===== src/hw/rtl/ushmr_pkg.sv =====
// Types, protocol codes and sizes for the host message receiver.
// No dependencies; compile first.
`timescale 1ns / 1ps

package ushmr_pkg;

  localparam int PAYLOAD_MAX_DEF = 32;

  typedef logic [7:0]  byte_t;
  typedef logic [2:0]  mode_t;
  typedef logic [1:0]  cfg_index_t;
  typedef logic [31:0] cfg_data_t;

  // Result kinds
  typedef enum logic [1:0] {
    KIND_REPLY   = 2'd0,
    KIND_PAYLOAD = 2'd1,
    KIND_ERROR   = 2'd2,
    KIND_RESET   = 2'd3
  } kind_t;

  // Register indexes
  localparam cfg_index_t CFG_MODE_COUNT    = 2'd0;
  localparam cfg_index_t CFG_CALLBACK_MASK = 2'd1;
  localparam cfg_index_t CFG_HEARTBEAT     = 2'd2;

  // Register reset values
  localparam logic [3:0] MODE_COUNT_RST     = 4'd1;
  localparam byte_t      CALLBACK_MASK_RST  = 8'h00;
  localparam cfg_data_t  HEARTBEAT_RST      = 32'd1000;

  // Link protocol bytes
  localparam byte_t NACK_CODE   = 8'h02;
  localparam byte_t SELECT_CODE = 8'h43;
  localparam byte_t WRITE_CODE  = 8'h44;
  localparam byte_t EXT_CODE    = 8'h46;
  localparam byte_t EXT_MARK    = 8'hB9;
  localparam byte_t CHECK_SEED  = 8'hFF;

endpackage


===== src/hw/rtl/ushmr_channels.sv =====
// Valid/ready channel interfaces of the host message receiver.
// Depends on ushmr_pkg.
`timescale 1ns / 1ps

interface ushmr_in_if;
  import ushmr_pkg::*;
  logic  valid;
  logic  ready;
  logic  command;
  byte_t rx_byte;
  modport source  (output valid, command, rx_byte, input ready);
  modport sink    (input valid, command, rx_byte, output ready);
  modport monitor (input valid, ready, command, rx_byte);
endinterface

interface ushmr_out_if;
  import ushmr_pkg::*;
  logic  valid;
  logic  ready;
  kind_t kind;
  byte_t data_byte;
  mode_t payload_mode;
  logic  last;
  mode_t active_mode;
  modport source  (output valid, kind, data_byte, payload_mode, last, active_mode,
                   input ready);
  modport sink    (input valid, kind, data_byte, payload_mode, last, active_mode,
                   output ready);
  modport monitor (input valid, ready, kind, data_byte, payload_mode, last, active_mode);
endinterface

interface ushmr_cfg_if;
  import ushmr_pkg::*;
  logic       valid;
  logic       ready;
  cfg_index_t index;
  cfg_data_t  data;
  modport source (output valid, index, data, input ready);
  modport sink   (input valid, index, data, output ready);
endinterface


===== src/hw/rtl/ushmr_ram.sv =====
// Generic single-write, single-read RAM with registered read data.
// No dependencies.
`timescale 1ns / 1ps

module ushmr_ram #(
  parameter int WIDTH = 8,
  parameter int DEPTH = 32
) (
  input  logic                     clk,
  input  logic                     we,
  input  logic [$clog2(DEPTH)-1:0] waddr,
  input  logic [WIDTH-1:0]         wdata,
  input  logic                     re,
  input  logic [$clog2(DEPTH)-1:0] raddr,
  output logic [WIDTH-1:0]         rdata
);

  logic [WIDTH-1:0] mem [DEPTH];

  // Write port, registered read port
  always_ff @(posedge clk) begin
    if (we) begin
      mem[waddr] <= wdata;
    end
    if (re) begin
      rdata <= mem[raddr];
    end
  end

endmodule


===== src/hw/rtl/ushmr_heartbeat.sv =====
// Saturating tick counter that flags a missing NACK from the host.
// Depends on ushmr_pkg.
`timescale 1ns / 1ps

module ushmr_heartbeat (
  input  logic                clk,
  input  logic                rst,
  input  logic                tick,
  input  logic                clear,
  input  ushmr_pkg::cfg_data_t limit,
  output logic                expire
);
  import ushmr_pkg::*;

  cfg_data_t count;
  cfg_data_t count_next;

  // Advance with saturation, compare against the limit
  assign count_next = (count == '1) ? count : count + 32'd1;
  assign expire     = tick && (count_next > limit);

  always_ff @(posedge clk) begin
    if (rst) begin
      count <= '0;
    end else if (clear || expire) begin
      count <= '0;
    end else if (tick) begin
      count <= count_next;
    end
  end

endmodule


===== src/hw/rtl/uart_sensor_host_message_receiver.sv =====
// Top level of the sensor-side host message receiver: frame parser, reply and
// payload sequencer, configuration registers. Depends on ushmr_pkg,
// ushmr_channels, ushmr_ram and ushmr_heartbeat.
//
//   channel  dir  words
//   host     in   command (tick or byte), rx_byte
//   result   out  kind, data_byte, payload_mode, last, active_mode
//   cfg      in   index, data (register writes, always ready)
//
// A byte or tick that yields no result leaves host ready for the next word. A
// word that yields results is accepted, then its reply words go out one per
// cycle while result is ready; payload bytes are read back from the payload RAM
// one at a time, each through an address state and then a read-data state. Host
// is not ready while the results of a word are still being issued. Reset is
// synchronous; the payload RAM needs no clearing pass, since only entries written
// in the current frame are read. A stall on result holds the sequencer in place.
`timescale 1ns / 1ps

module uart_sensor_host_message_receiver #(
  parameter int PAYLOAD_MAX = ushmr_pkg::PAYLOAD_MAX_DEF
) (
  input logic        clk,
  input logic        rst,
  ushmr_in_if.sink   host,
  ushmr_out_if.source result,
  ushmr_cfg_if.sink  cfg
);
  import ushmr_pkg::*;

  localparam int AW = $clog2(PAYLOAD_MAX);
  localparam logic [1:0] REPLY_LAST = 2'd2;

  typedef enum logic [3:0] {
    P_IDLE, P_SEL_MODE, P_SEL_CHECK, P_EXT_ZERO, P_EXT_SKIP,
    P_EXT_B9, P_EXT_HEAD, P_EXT_DATA, P_EXT_CHECK
  } parse_t;

  typedef enum logic [2:0] {
    C_IN, C_ONE, C_REPLY, C_RD, C_DATA
  } ctl_t;

  // Configuration registers
  logic [3:0] mode_count;
  byte_t      callback_mask;
  cfg_data_t  heartbeat_ticks;

  // Parser state
  parse_t parse;
  ctl_t   ctl;
  byte_t  running_check;
  byte_t  frame_header;
  byte_t  pending_select;
  byte_t  byte_index;
  mode_t  selected_mode;

  // Sequencer state
  kind_t      one_kind;
  mode_t      one_pmode;
  logic [1:0] reply_idx;
  byte_t      emit_idx;

  // Output register
  logic  out_valid;
  kind_t out_kind;
  byte_t out_data;
  mode_t out_pmode;
  logic  out_last;
  mode_t out_amode;

  logic  host_take, byte_take, tick_take, slot_free, out_load;
  logic  hb_clear, hb_expire;
  byte_t rx, frame_size, index_inc, emit_final, reply_c0, reply_data;
  logic  oversize, deliver, check_ok, sel_valid;
  logic  ram_we, ram_re;
  byte_t ram_rdata;

  // Handshake decode
  assign host.ready = (ctl == C_IN);
  assign cfg.ready  = 1'b1;
  assign host_take  = host.valid && host.ready;
  assign byte_take  = host_take && !host.command;
  assign tick_take  = host_take && host.command;
  assign slot_free  = !out_valid || result.ready;
  assign out_load   = slot_free && (ctl == C_ONE || ctl == C_REPLY || ctl == C_DATA);
  assign rx         = host.rx_byte;

  // Frame arithmetic
  assign frame_size = byte_t'(1) << frame_header[5:3];
  assign index_inc  = byte_index + byte_t'(1);
  assign emit_final = frame_size - byte_t'(1);
  assign oversize   = frame_size > byte_t'(PAYLOAD_MAX);
  assign deliver    = (frame_header[7:6] != 2'b00) && callback_mask[frame_header[2:0]];
  assign check_ok   = (rx == running_check);
  assign sel_valid  = (pending_select < {4'd0, mode_count}) && (pending_select[7:3] == 5'd0);
  assign reply_c0   = WRITE_CODE | {5'd0, selected_mode};

  always_comb begin
    unique case (reply_idx)
      2'd0:    reply_data = reply_c0;
      2'd1:    reply_data = '0;
      default: reply_data = CHECK_SEED ^ reply_c0;
    endcase
  end

  // Heartbeat counter
  assign hb_clear = byte_take && (parse == P_IDLE) && (rx == NACK_CODE);

  ushmr_heartbeat u_heartbeat (
    .clk    (clk),
    .rst    (rst),
    .tick   (tick_take),
    .clear  (hb_clear),
    .limit  (heartbeat_ticks),
    .expire (hb_expire)
  );

  // Payload store: written while the frame streams in, read back on delivery
  assign ram_we = byte_take && (parse == P_EXT_DATA) && (byte_index < byte_t'(PAYLOAD_MAX));
  assign ram_re = (ctl == C_RD);

  ushmr_ram #(
    .WIDTH ($bits(byte_t)),
    .DEPTH (PAYLOAD_MAX)
  ) u_payload_ram (
    .clk   (clk),
    .we    (ram_we),
    .waddr (byte_index[AW-1:0]),
    .wdata (rx),
    .re    (ram_re),
    .raddr (emit_idx[AW-1:0]),
    .rdata (ram_rdata)
  );

  // Parser, sequencer and output register
  always_ff @(posedge clk) begin
    if (rst) begin
      mode_count      <= MODE_COUNT_RST;
      callback_mask   <= CALLBACK_MASK_RST;
      heartbeat_ticks <= HEARTBEAT_RST;
      parse           <= P_IDLE;
      ctl             <= C_IN;
      selected_mode   <= '0;
      out_valid       <= 1'b0;
    end else begin
      // Register writes
      if (cfg.valid) begin
        unique case (cfg.index)
          CFG_MODE_COUNT:    mode_count      <= cfg.data[3:0];
          CFG_CALLBACK_MASK: callback_mask   <= cfg.data[7:0];
          CFG_HEARTBEAT:     heartbeat_ticks <= cfg.data;
          default: ;
        endcase
      end

      // Drop the output word once taken, unless a new one replaces it
      if (out_valid && result.ready && !out_load) begin
        out_valid <= 1'b0;
      end

      unique case (ctl)
        C_IN: begin
          if (tick_take && hb_expire) begin
            parse     <= P_IDLE;
            one_kind  <= KIND_RESET;
            one_pmode <= '0;
            ctl       <= C_ONE;
          end else if (byte_take) begin
            unique case (parse)
              P_SEL_MODE: begin
                pending_select <= rx;
                running_check  <= CHECK_SEED ^ SELECT_CODE ^ rx;
                parse          <= P_SEL_CHECK;
              end
              P_SEL_CHECK: begin
                if (check_ok && sel_valid) begin
                  selected_mode <= pending_select[2:0];
                end
                parse <= P_IDLE;
              end
              P_EXT_ZERO: parse <= (rx == '0) ? P_EXT_B9 : P_EXT_SKIP;
              P_EXT_SKIP: parse <= P_IDLE;
              P_EXT_B9:   parse <= (rx == EXT_MARK) ? P_EXT_HEAD : P_IDLE;
              P_EXT_HEAD: begin
                frame_header  <= rx;
                running_check <= CHECK_SEED ^ rx;
                byte_index    <= '0;
                parse         <= P_EXT_DATA;
              end
              P_EXT_DATA: begin
                running_check <= running_check ^ rx;
                byte_index    <= index_inc;
                if (index_inc >= frame_size) begin
                  parse <= P_EXT_CHECK;
                end
              end
              P_EXT_CHECK: begin
                parse <= P_IDLE;
                if (oversize || !check_ok) begin
                  one_kind  <= KIND_ERROR;
                  one_pmode <= frame_header[2:0];
                  ctl       <= C_ONE;
                end else if (deliver) begin
                  emit_idx <= '0;
                  ctl      <= C_RD;
                end
              end
              // Between frames: commands start here, other bytes are ignored
              default: begin
                if (rx == NACK_CODE) begin
                  parse     <= P_IDLE;
                  reply_idx <= '0;
                  ctl       <= C_REPLY;
                end else if (rx == SELECT_CODE) begin
                  parse <= P_SEL_MODE;
                end else if (rx == EXT_CODE) begin
                  parse <= P_EXT_ZERO;
                end else begin
                  parse <= P_IDLE;
                end
              end
            endcase
          end
        end

        // Single error or reset-request word
        C_ONE: begin
          if (slot_free) begin
            out_valid <= 1'b1;
            out_kind  <= one_kind;
            out_data  <= '0;
            out_pmode <= one_pmode;
            out_last  <= 1'b1;
            out_amode <= selected_mode;
            ctl       <= C_IN;
          end
        end

        // Three-byte write frame answering a NACK
        C_REPLY: begin
          if (slot_free) begin
            out_valid <= 1'b1;
            out_kind  <= KIND_REPLY;
            out_data  <= reply_data;
            out_pmode <= '0;
            out_last  <= (reply_idx == REPLY_LAST);
            out_amode <= selected_mode;
            reply_idx <= reply_idx + 2'd1;
            if (reply_idx == REPLY_LAST) begin
              ctl <= C_IN;
            end
          end
        end

        // Address cycle of a payload read
        C_RD: ctl <= C_DATA;

        // Read data ready: hand it out when the output slot frees
        C_DATA: begin
          if (slot_free) begin
            out_valid <= 1'b1;
            out_kind  <= KIND_PAYLOAD;
            out_data  <= ram_rdata;
            out_pmode <= frame_header[2:0];
            out_last  <= (emit_idx == emit_final);
            out_amode <= selected_mode;
            if (emit_idx == emit_final) begin
              ctl <= C_IN;
            end else begin
              emit_idx <= emit_idx + byte_t'(1);
              ctl      <= C_RD;
            end
          end
        end

        default: ctl <= C_IN;
      endcase
    end
  end

  assign result.valid        = out_valid;
  assign result.kind         = out_kind;
  assign result.data_byte    = out_data;
  assign result.payload_mode = out_pmode;
  assign result.last         = out_last;
  assign result.active_mode  = out_amode;

endmodule


===== src/flat_wrapper.sv =====
// flat-port wrapper written by rule: the top's interface ports become plain ports
module uart_sensor_host_message_receiver_flat import ushmr_pkg::*;
#(
  parameter int PAYLOAD_MAX = ushmr_pkg::PAYLOAD_MAX_DEF
)
  (clk, rst, host_valid, host_command, host_rx_byte, host_ready, result_valid, result_kind, result_data_byte, result_payload_mode, result_last, result_active_mode, result_ready, cfg_valid, cfg_index, cfg_data, cfg_ready);
  ushmr_in_if host_i ();
  ushmr_out_if result_i ();
  ushmr_cfg_if cfg_i ();
  input logic clk;
  input logic rst;
  input wire logic [$bits(host_i.valid)-1:0] host_valid;
  input wire logic [$bits(host_i.command)-1:0] host_command;
  input wire logic [$bits(host_i.rx_byte)-1:0] host_rx_byte;
  output wire logic [$bits(host_i.ready)-1:0] host_ready;
  output wire logic [$bits(result_i.valid)-1:0] result_valid;
  output wire logic [$bits(result_i.kind)-1:0] result_kind;
  output wire logic [$bits(result_i.data_byte)-1:0] result_data_byte;
  output wire logic [$bits(result_i.payload_mode)-1:0] result_payload_mode;
  output wire logic [$bits(result_i.last)-1:0] result_last;
  output wire logic [$bits(result_i.active_mode)-1:0] result_active_mode;
  input wire logic [$bits(result_i.ready)-1:0] result_ready;
  input wire logic [$bits(cfg_i.valid)-1:0] cfg_valid;
  input wire logic [$bits(cfg_i.index)-1:0] cfg_index;
  input wire logic [$bits(cfg_i.data)-1:0] cfg_data;
  output wire logic [$bits(cfg_i.ready)-1:0] cfg_ready;
  assign host_i.valid = host_valid;
  assign host_i.command = host_command;
  assign host_i.rx_byte = host_rx_byte;
  assign host_ready = host_i.ready;
  assign result_valid = result_i.valid;
  assign result_kind = result_i.kind;
  assign result_data_byte = result_i.data_byte;
  assign result_payload_mode = result_i.payload_mode;
  assign result_last = result_i.last;
  assign result_active_mode = result_i.active_mode;
  assign result_i.ready = result_ready;
  assign cfg_i.valid = cfg_valid;
  assign cfg_i.index = cfg_index;
  assign cfg_i.data = cfg_data;
  assign cfg_ready = cfg_i.ready;
  uart_sensor_host_message_receiver #(.PAYLOAD_MAX(PAYLOAD_MAX)) u_core (.clk(clk), .rst(rst), .host(host_i), .result(result_i), .cfg(cfg_i));
endmodule

===== config.mk =====
export PLATFORM = sky130hd
export DESIGN_NAME = uart_sensor_host_message_receiver_flat
export DESIGN_NICKNAME = d
export VERILOG_FILES = /design/src/hw/rtl/ushmr_pkg.sv /design/src/hw/rtl/ushmr_channels.sv /design/src/hw/rtl/ushmr_ram.sv /design/src/hw/rtl/ushmr_heartbeat.sv /design/src/hw/rtl/uart_sensor_host_message_receiver.sv /design/src/flat_wrapper.sv
export SDC_FILE = /design/constraint.sdc
export NUM_CORES = 1
export LEC_CHECK = 0
export ABC_AREA = 1
export BUFFER_PORTS_ARGS = -buffer_cell sky130_fd_sc_hd__buf_2
export CELL_PAD_IN_SITES_DETAIL_PLACEMENT = 1
export CELL_PAD_IN_SITES_GLOBAL_PLACEMENT = 1
export CORE_MARGIN = 5
export CORE_UTILIZATION = 50
export CTS_BUF_LIST = sky130_fd_sc_hd__clkbuf_2
export DETAILED_ROUTE_END_ITERATION = 8
export GPL_TIMING_DRIVEN = 1
export PLACE_DENSITY = 0.91
export SETUP_SLACK_MARGIN = 0.3
export SYNTH_ARGS = -nofsm -noshare
export SYNTH_HDL_FRONTEND = slang
export SYNTH_HIERARCHICAL = 1
export SYNTH_SLANG_ARGS = --single-unit

===== constraint.sdc =====
create_clock -name clk -period 4.8 [get_ports clk]
set_input_delay 0.24 -clock clk [delete_from_list [all_inputs] [get_ports clk]]
set_output_delay 0.24 -clock clk [all_outputs]
set_load 0.01 [all_outputs]

# --- Yosys cells after proc, flatten, opt, wreduce, memory -nomap -nowiden ---
# Memories as Yosys holds them, arrays and structs flattened. A register that Yosys moved wholly into a read port is not among the register bits.
# Index checks and enable logic that the tools add are counted.
# W data, S select, Z words.
word_totals:
  register_bits: 151
  ramBits: 256
  in_bits: 48
  out_inout_bits: 20
  elab_cells: 206
  mem_count: 1
classes:
  add_sub_neg: 5
  n_lt_le_gt_ge: 6
  n_eq_ne: 40
  shifts: 1
  mux: 67
  n_bitwise: 6
  reduce_logical: 59
mem_list:
  columns: ["memory", "depth", "word_bits", "rd", "rd_clocked_by_memory_dff", "wr", "line_no", "source"]
  rows:
  - ["u_core.u_payload_ram.mem", 32, 8, 1, 1, 1, "ushmr_ram.sv:18", "logic [WIDTH-1:0] mem [DEPTH];"]
op_table:
  columns: ["operator", "n"]
  rows:
  - ["$mux W8", 10]
  - ["$pmux W8 S2", 3]
  - ["$pmux W8 S3", 2]
  - ["$mux W3", 15]
  - ["$reduce_and A5 Y1", 7]
  - ["$add A32 B1 Y32 const B", 1]
  - ["$eq A32 B32 Y1 const B", 1]
  - ["$gt A32 B32 Y1", 1]
  - ["$mux W32", 1]
  - ["$mux W2", 13]
  - ["$pmux W4 S6", 1]
  - ["$mux W4", 5]
  - ["$ne A2 B2 Y1 const B", 9]
  - ["$add A8 B1 Y8 const B", 2]
  - ["$eq A4 B3 Y1 const B", 4]
  - ["$eq A8 B7 Y1 const B", 2]
  - ["$eq A8 B8 Y1", 2]
  - ["$logic_and A1 B1 Y1", 15]
  - ["$pmux W3 S5", 1]
  - ["$reduce_bool A2 Y1", 7]
  - ["$mux W1", 10]
  - ["$ne A3 B3 Y1 const B", 3]
  - ["$pmux W3 S3", 1]
  - ["$reduce_and A9 Y1", 1]
  - ["47 further kinds", 67]

# --- Logic depth before layout (Yosys ltp) ---
depth:
  ltp_word: 9
  depth_mapped: 31
  depth_no_buf: 31

# --- Hierarchy ---
# Netlist, hierarchy kept.
modules_own_cells:
  columns: ["mod", "instances", "cells_per_inst", "area_each_um2", "seq_area_each_um2"]
  rows:
  - ["ushmr_ram", 1, 922, 10866.7, 7927.6]
  - ["uart_sensor_host_message_receiver", 1, 700, 5751.8, 2992.9]
  - ["ushmr_heartbeat", 1, 550, 3128.0, 640.6]

# --- Worst setup path after synthesis ---
# No wires, ideal clock.
synth_timing:
  path_type: "register -> register"
  startpoint: "register u_core.u_heartbeat.count[0]"
  endpoint: "register u_core.one_kind[0] (enable)"
  setup_time_ns: 0.372
  arrival_time_ns: 2.953
  required_ns: 4.428
  setup_slack_ns: 1.475
  path_stages_with_launch: 26
  path_buffers: 0
  period_less_slack_ns: 3.325
  path_cell_list: "dfxtp_1 > ha_1 > inv_2 > nor2_4 > nand2_4 > nor2_4 > nand2_4 > o21ai_0 > inv_1 > ha_1 > nand2_1 > nand2_1 > nand2_1 > nand2_1 > nand2_1 > nand2_1 > nand2_1 > nand2_1 > nand2_1 > nand2_1 > nand2_1 > inv_1 > nand3_4 > nand2_1 > inv_1 > a211oi_1"
synth_via:
  elab_chain_cells: 7
  word_cells_on_any_way: 10
  classes_between: "add/sub: 1; order compare: 1; eq/ne: 1; mux: 1; reduce/logical: 6"
synth_lines:
  columns: ["item", "line_no", "source"]
  rows:
  - ["start, declared", "ushmr_heartbeat.sv:15", "cfg_data_t count;"]
  - ["start signal, assigned", "ushmr_heartbeat.sv:28", "count <= count_next;"]
  - ["$add A32 B1 Y32 or $eq A32 B32 Y1 (tied branches)", "ushmr_heartbeat.sv:19", "assign count_next = (count == '1) ? count : count + 32'd1;"]
  - ["$mux W32 (*)", "ushmr_heartbeat.sv:19", null]
  - ["via u_core.u_heartbeat.count_next[1]", "ushmr_heartbeat.sv:16", "cfg_data_t count_next;"]
  - ["$gt A32 B32 Y1 (*)", "ushmr_heartbeat.sv:20", "assign expire = tick && (count_next > limit);"]
  - ["$logic_and A1 B1 Y1 (*)", "ushmr_heartbeat.sv:20", null]
  - ["via u_core.hb_expire", "uart_sensor_host_message_receiver.sv:71", "logic hb_clear, hb_expire;"]
  - ["$logic_and A1 B1 Y1 (*)", "uart_sensor_host_message_receiver.sv:162", "if (tick_take && hb_expire) begin"]
  - ["$reduce_bool A2 Y1 (no source line)", null, null]
  - ["$reduce_and A5 Y1 (no source line) (*)", null, null]
  - ["end signal, assigned", "uart_sensor_host_message_receiver.sv:164", "one_kind <= KIND_RESET;"]
  - ["end signal, assigned", "uart_sensor_host_message_receiver.sv:199", "one_kind <= KIND_ERROR;"]
  - ["end, declared", "uart_sensor_host_message_receiver.sv:57", "kind_t one_kind;"]
# The timed path passes the listed nets; every way through them passes the cells marked *.
# A chain may end at the register's enable or synchronous reset.

# --- Final worst setup path ---
layout_timing:
  startpoint: "register u_core.u_heartbeat.count[10]"
  endpoint: "register u_core.parse[2]"
layout_via:
  elab_chain_cells: 7
  word_cells_on_any_way: 10
  classes_between: "add/sub: 1; order compare: 1; eq/ne: 2; mux: 2; reduce/logical: 4"
layout_lines:
  columns: ["item", "line_no", "source"]
  rows:
  - ["$add A32 B1 Y32 or $eq A32 B32 Y1 (tied branches)", "ushmr_heartbeat.sv:19", null]
  - ["$mux W32 (*)", "ushmr_heartbeat.sv:19", null]
  - ["via u_core.u_heartbeat.count_next[10]", "ushmr_heartbeat.sv:16", null]
  - ["$gt A32 B32 Y1 (*)", "ushmr_heartbeat.sv:20", null]
  - ["$logic_and A1 B1 Y1 (*)", "ushmr_heartbeat.sv:20", null]
  - ["via u_core.hb_expire", "uart_sensor_host_message_receiver.sv:71", null]
  - ["$logic_and A1 B1 Y1 (*)", "uart_sensor_host_message_receiver.sv:162", null]
  - ["$ne A3 B3 Y1 (no source line) or $reduce_bool A2 Y1 (tied branches)", null, null]
  - ["$reduce_and A3 Y1 (no source line)", null, null]
  - ["end signal, assigned", "uart_sensor_host_message_receiver.sv:180", "P_EXT_ZERO: parse <= (rx == '0) ? P_EXT_B9 : P_EXT_SKIP;"]
  - ["end signal, assigned", "uart_sensor_host_message_receiver.sv:182", "P_EXT_B9: parse <= (rx == EXT_MARK) ? P_EXT_HEAD : P_IDLE;"]
  - ["end, declared", "uart_sensor_host_message_receiver.sv:48", "parse_t parse;"]
# Marks and branches as above.

==> results.tsv <==
metric	value	unit
first-pass GRT wire length	117.0	mm
max incr delay on CP	0.58	ns
Peak VDD IR	198.6	µV
GR peak layer	met2	
total power	7083	µW
Total GRT Usage	34.78	%
Routed WL per cell	27.65	µm
largest cells by area after synthesis	edfxtp_1 (50%), nand2_1 (13%), dfxtp_1 (8.8%)	
failing checks	setup timing	
Die X	208.7	µm
Final Hold Vio Count	0	
row count	72	
Initial Util	50.86	%
crit path from	u_core/u_heartbeat/count[10]$_SDFFE_PP0P_	
CTS tree	done	
Reg2Reg Launch Point	u_core/u_heartbeat/count[10]$_SDFFE_PP0P_	
Port Buffer Count	66	
vias in the first global route	19439	
Reg area	0.01157	mm²
leakage	0.009318	µW
gpl congestion	0.9295	
DP HPWL	39.47	mm
max-slew violations	0	
reg2reg path depth	25	
DIE AREA	0.04357	mm²
CP Data Arrival Time	5.89	ns
root buf cell	clkbuf_2	
CP max-delay cell	dlygate4sd3_1	
Layout Nets	2502	
post-synth top area share	49.73	%
Async SR Flop Fraction	0	%
GR Util met1	39.28	%
drt pass-1 iters	5	
worst-case clock buffer depth	3	
Hold Crit Start	host_rx_byte[7]	
Non-Filler Instances	3000	
Clk Latency, worst-skew pair	1.13	ns
Clock Skew	0.1385	ns
CP Capture Type	flip-flop	
Period minus WS final	4.891	ns
DR iter-0 viols	2684	
Hold Path Cell Cnt	2	
syn_nets	2270	
final wirelength	82.94	mm
largest net degree at the start of global routing	69	
crit-path leading delay family	simple AND/OR/NAND/NOR gates	
final instance area	0.02259	mm²
met2 Resource Use GR	57.38	%
syn_area_per_cell	9.091	µm²
largest area contributor in the netlist	edfxtp_1	
ys flop type	edfxtp_1	
Worst Path Buf+Inv	4	
dpl cells	2690	
met3 Track Usage GR	9.013	%
Max-slew headroom	9.963	%
Final ANT Viol Nets	0	
GRT Residual Overflow	0	
outcome	finished, violations left	
# setup viols final	2	
fill cell count	4556	
Clock transition at path regs	0.24	ns
io pins	68	
DR vias	18963	
Place WS	0.5372	ns
fmax	204.5	MHz
Synthesis Warnings	6	
most frequent cell on the critical path	nand2_1	
share of layout cells above drive strength 1	12.59	%
Core Region	0.03883	mm²
final worst slack	-0.09105	ns
maximum fanout along the worst path	17	
footprint of the multi-input gates	0.007041	mm²
Placement Cell Area	0.02030	mm²
max_cap viols	0	
post-synthesis sequential area ratio	58.55	%
initial antenna violation count	12	
Hold Path Sink	u_core/frame_header[7]$_DFFE_PP_	
cell area after synthesis	0.01975	mm²
Seq cells post-synth	414	
Pwr Density	313.6	mW/mm²
hold_ws	0.06404	ns
R2R Setup Slk	-0.09	ns
TritonCTS Sinks	414	
height of the die	208.7	µm
R2R Path End	u_core/parse[2]$_SDFFE_PP0P_	
area grow syn2layout	14.40	%
H-Tree Depth	3	
Post-Synthesis Cells	2172	
drc violations	0	
critical path type	flip-flop to flip-flop	
CP required	5.80	ns
Slew @ Worst Pin	1.351	ns
synth unique cells	45	
CTS buffer count	101	
Via density	6.321	
Hold Crit Class	input port to flip-flop	
Final period util	101.9	%
Post-synth EDFFs	327	
Critical Path Source Type	flip-flop	
[how the worst max path moves through the flow]
stage / end / slack, ns / cells past startpoint
finish: u_core/parse[2]$_SDFFE_PP0P_ / -0.09 / 25
detailed placement: u_core/one_pmode[0]$_SDFFCE_PP0P_ / 0.54 / 25
global route: u_core/parse[2]$_SDFFE_PP0P_ / -0.15 / 29
global placement: u_core/one_pmode[0]$_SDFFCE_PP0P_ / 0.81 / 25
CTS: u_core/ctl[0]$_SDFFE_PP0P_ / 0.34 / 28
floorplan: u_core/one_kind[0]$_SDFFCE_PP1P_ / 1.48 / 25
[worst register-to-register path, delay by kind of cell, from the launching register on]
family                   cells  cell delay (ns)
buffers and inverters        4             0.92
adder cells (fa/ha/maj)      1             0.33
AO/OA/AOI/OAI                1             0.19
flip-flops                   1             0.50
AND/OR/NAND/NOR             19             2.87
[metal layers]
| layer | part of all wire [%] | wire [µm] | vias up |
|---|---|---|---|
| met5 | 0.059 | 49 | - |
| li1 | - | - | 7721 |
| met1 | 33 | 27160 | 9042 |
| met4 | 9.4 | 7776 | 10 |
| met3 | 12 | 9890 | 565 |
| met2 | 46 | 38060 | 1625 |
[cell usage in the layout (no fill, tap or decap), drive strengths merged, types with 2 or more instances in the layout]
cell / n
a21o: 2
a21oi: 71
buf: 86
bufinv: 3
clkbuf: 143
clkinv: 31
dfxtp: 87
diode: 4
dlygate4sd3: 123
edfxtp: 327
ha: 50
inv: 179
nand2: 680
nand3: 264
nand4: 13
nor2: 295
nor3: 16
nor3b: 2
nor4: 5
o21ai: 71
o221ai: 3
xnor2: 3
xor2: 14
[kinds of logic after synthesis]
group / Yosys count / synth area share, %
buf+inv: 260 / 6.222
mux: 1 / 0.05069
fa+ha+maj: 50 / 3.168
xor+xnor: 17 / 0.7541
other cells: 1 / 0.01899
compound gates: 153 / 4.150
simple gates: 1276 / 27.09
flops: 414 / 58.55
[layout make-up]
type	instances	area share [%]
diodes	4	0.04431
flip-flops and latches	414	51.22
clock buffers	143	3.168
inverters	179	3.013
repair buffers	209	7.566
multi-input cells	1499	31.17
clock inverters	34	0.9582
well taps	518	2.869
[synthesized netlist by cell type (3+ instances only)]
cell / instances
edfxtp_1: 327
a21oi_1: 69
o221ai_1: 3
buf_6: 27
o21ai_2: 4
nand3_1: 262
nand2_4: 5
clkbuf_1: 25
nor2_1: 281
xor2_1: 14
nor2_2: 8
ha_1: 50
inv_2: 17
xnor2_1: 3
nor4_1: 5
nand4_1: 12
buf_2: 21
buf_4: 5
nor3_1: 16
buf_1: 3
dfxtp_1: 87
nand2_1: 671
o21ai_0: 65
nor2_4: 5
inv_1: 158
nand2_2: 3
[stage by stage]
step | util (%) | setup TNS [ns]
after floorplan | - | 0
after global placement | 52.28 | 0
after detailed placement | 52.28 | 0
after CTS | 57.85 | 0
after global routing | 58.18 | -0.2611
final | 58.18 | -0.1350
[state kept, by name (all words and copies together), names as in the netlist, 4 cells and up]
| register | cells |
|---|---|
| u_core/heartbeat_ticks | 32 |
| u_core/callback_mask | 8 |
| u_core/u_heartbeat/count | 32 |
| u_core/u_payload_ram/mem | 256 |
| u_core/parse | 4 |
| u_core/emit_idx | 8 |
| u_core/result.data_byte | 8 |
| u_core/frame_header | 8 |
| u_core/mode_count | 4 |
| u_core/running_check | 8 |
| u_core/byte_index | 8 |
| u_core/pending_select | 8 |
| u_core/u_payload_ram/rdata | 8 |
[report_power, final]
group | leakage [µW] | switching, µW | internal, µW
Clock | 0.000705 | 1780 | 964
Combinational | 0.00493 | 285 | 142
Sequential | 0.00369 | 29.9 | 3880
[repair_timing]
action,CTS,global route
endpoints found under the setup margin,0,17
endpoints found under the hold margin,407,0
resized for setup,0,25
hold buffers,123,0
buffers inserted,0,4
Power figures use the tool's default switching activity.
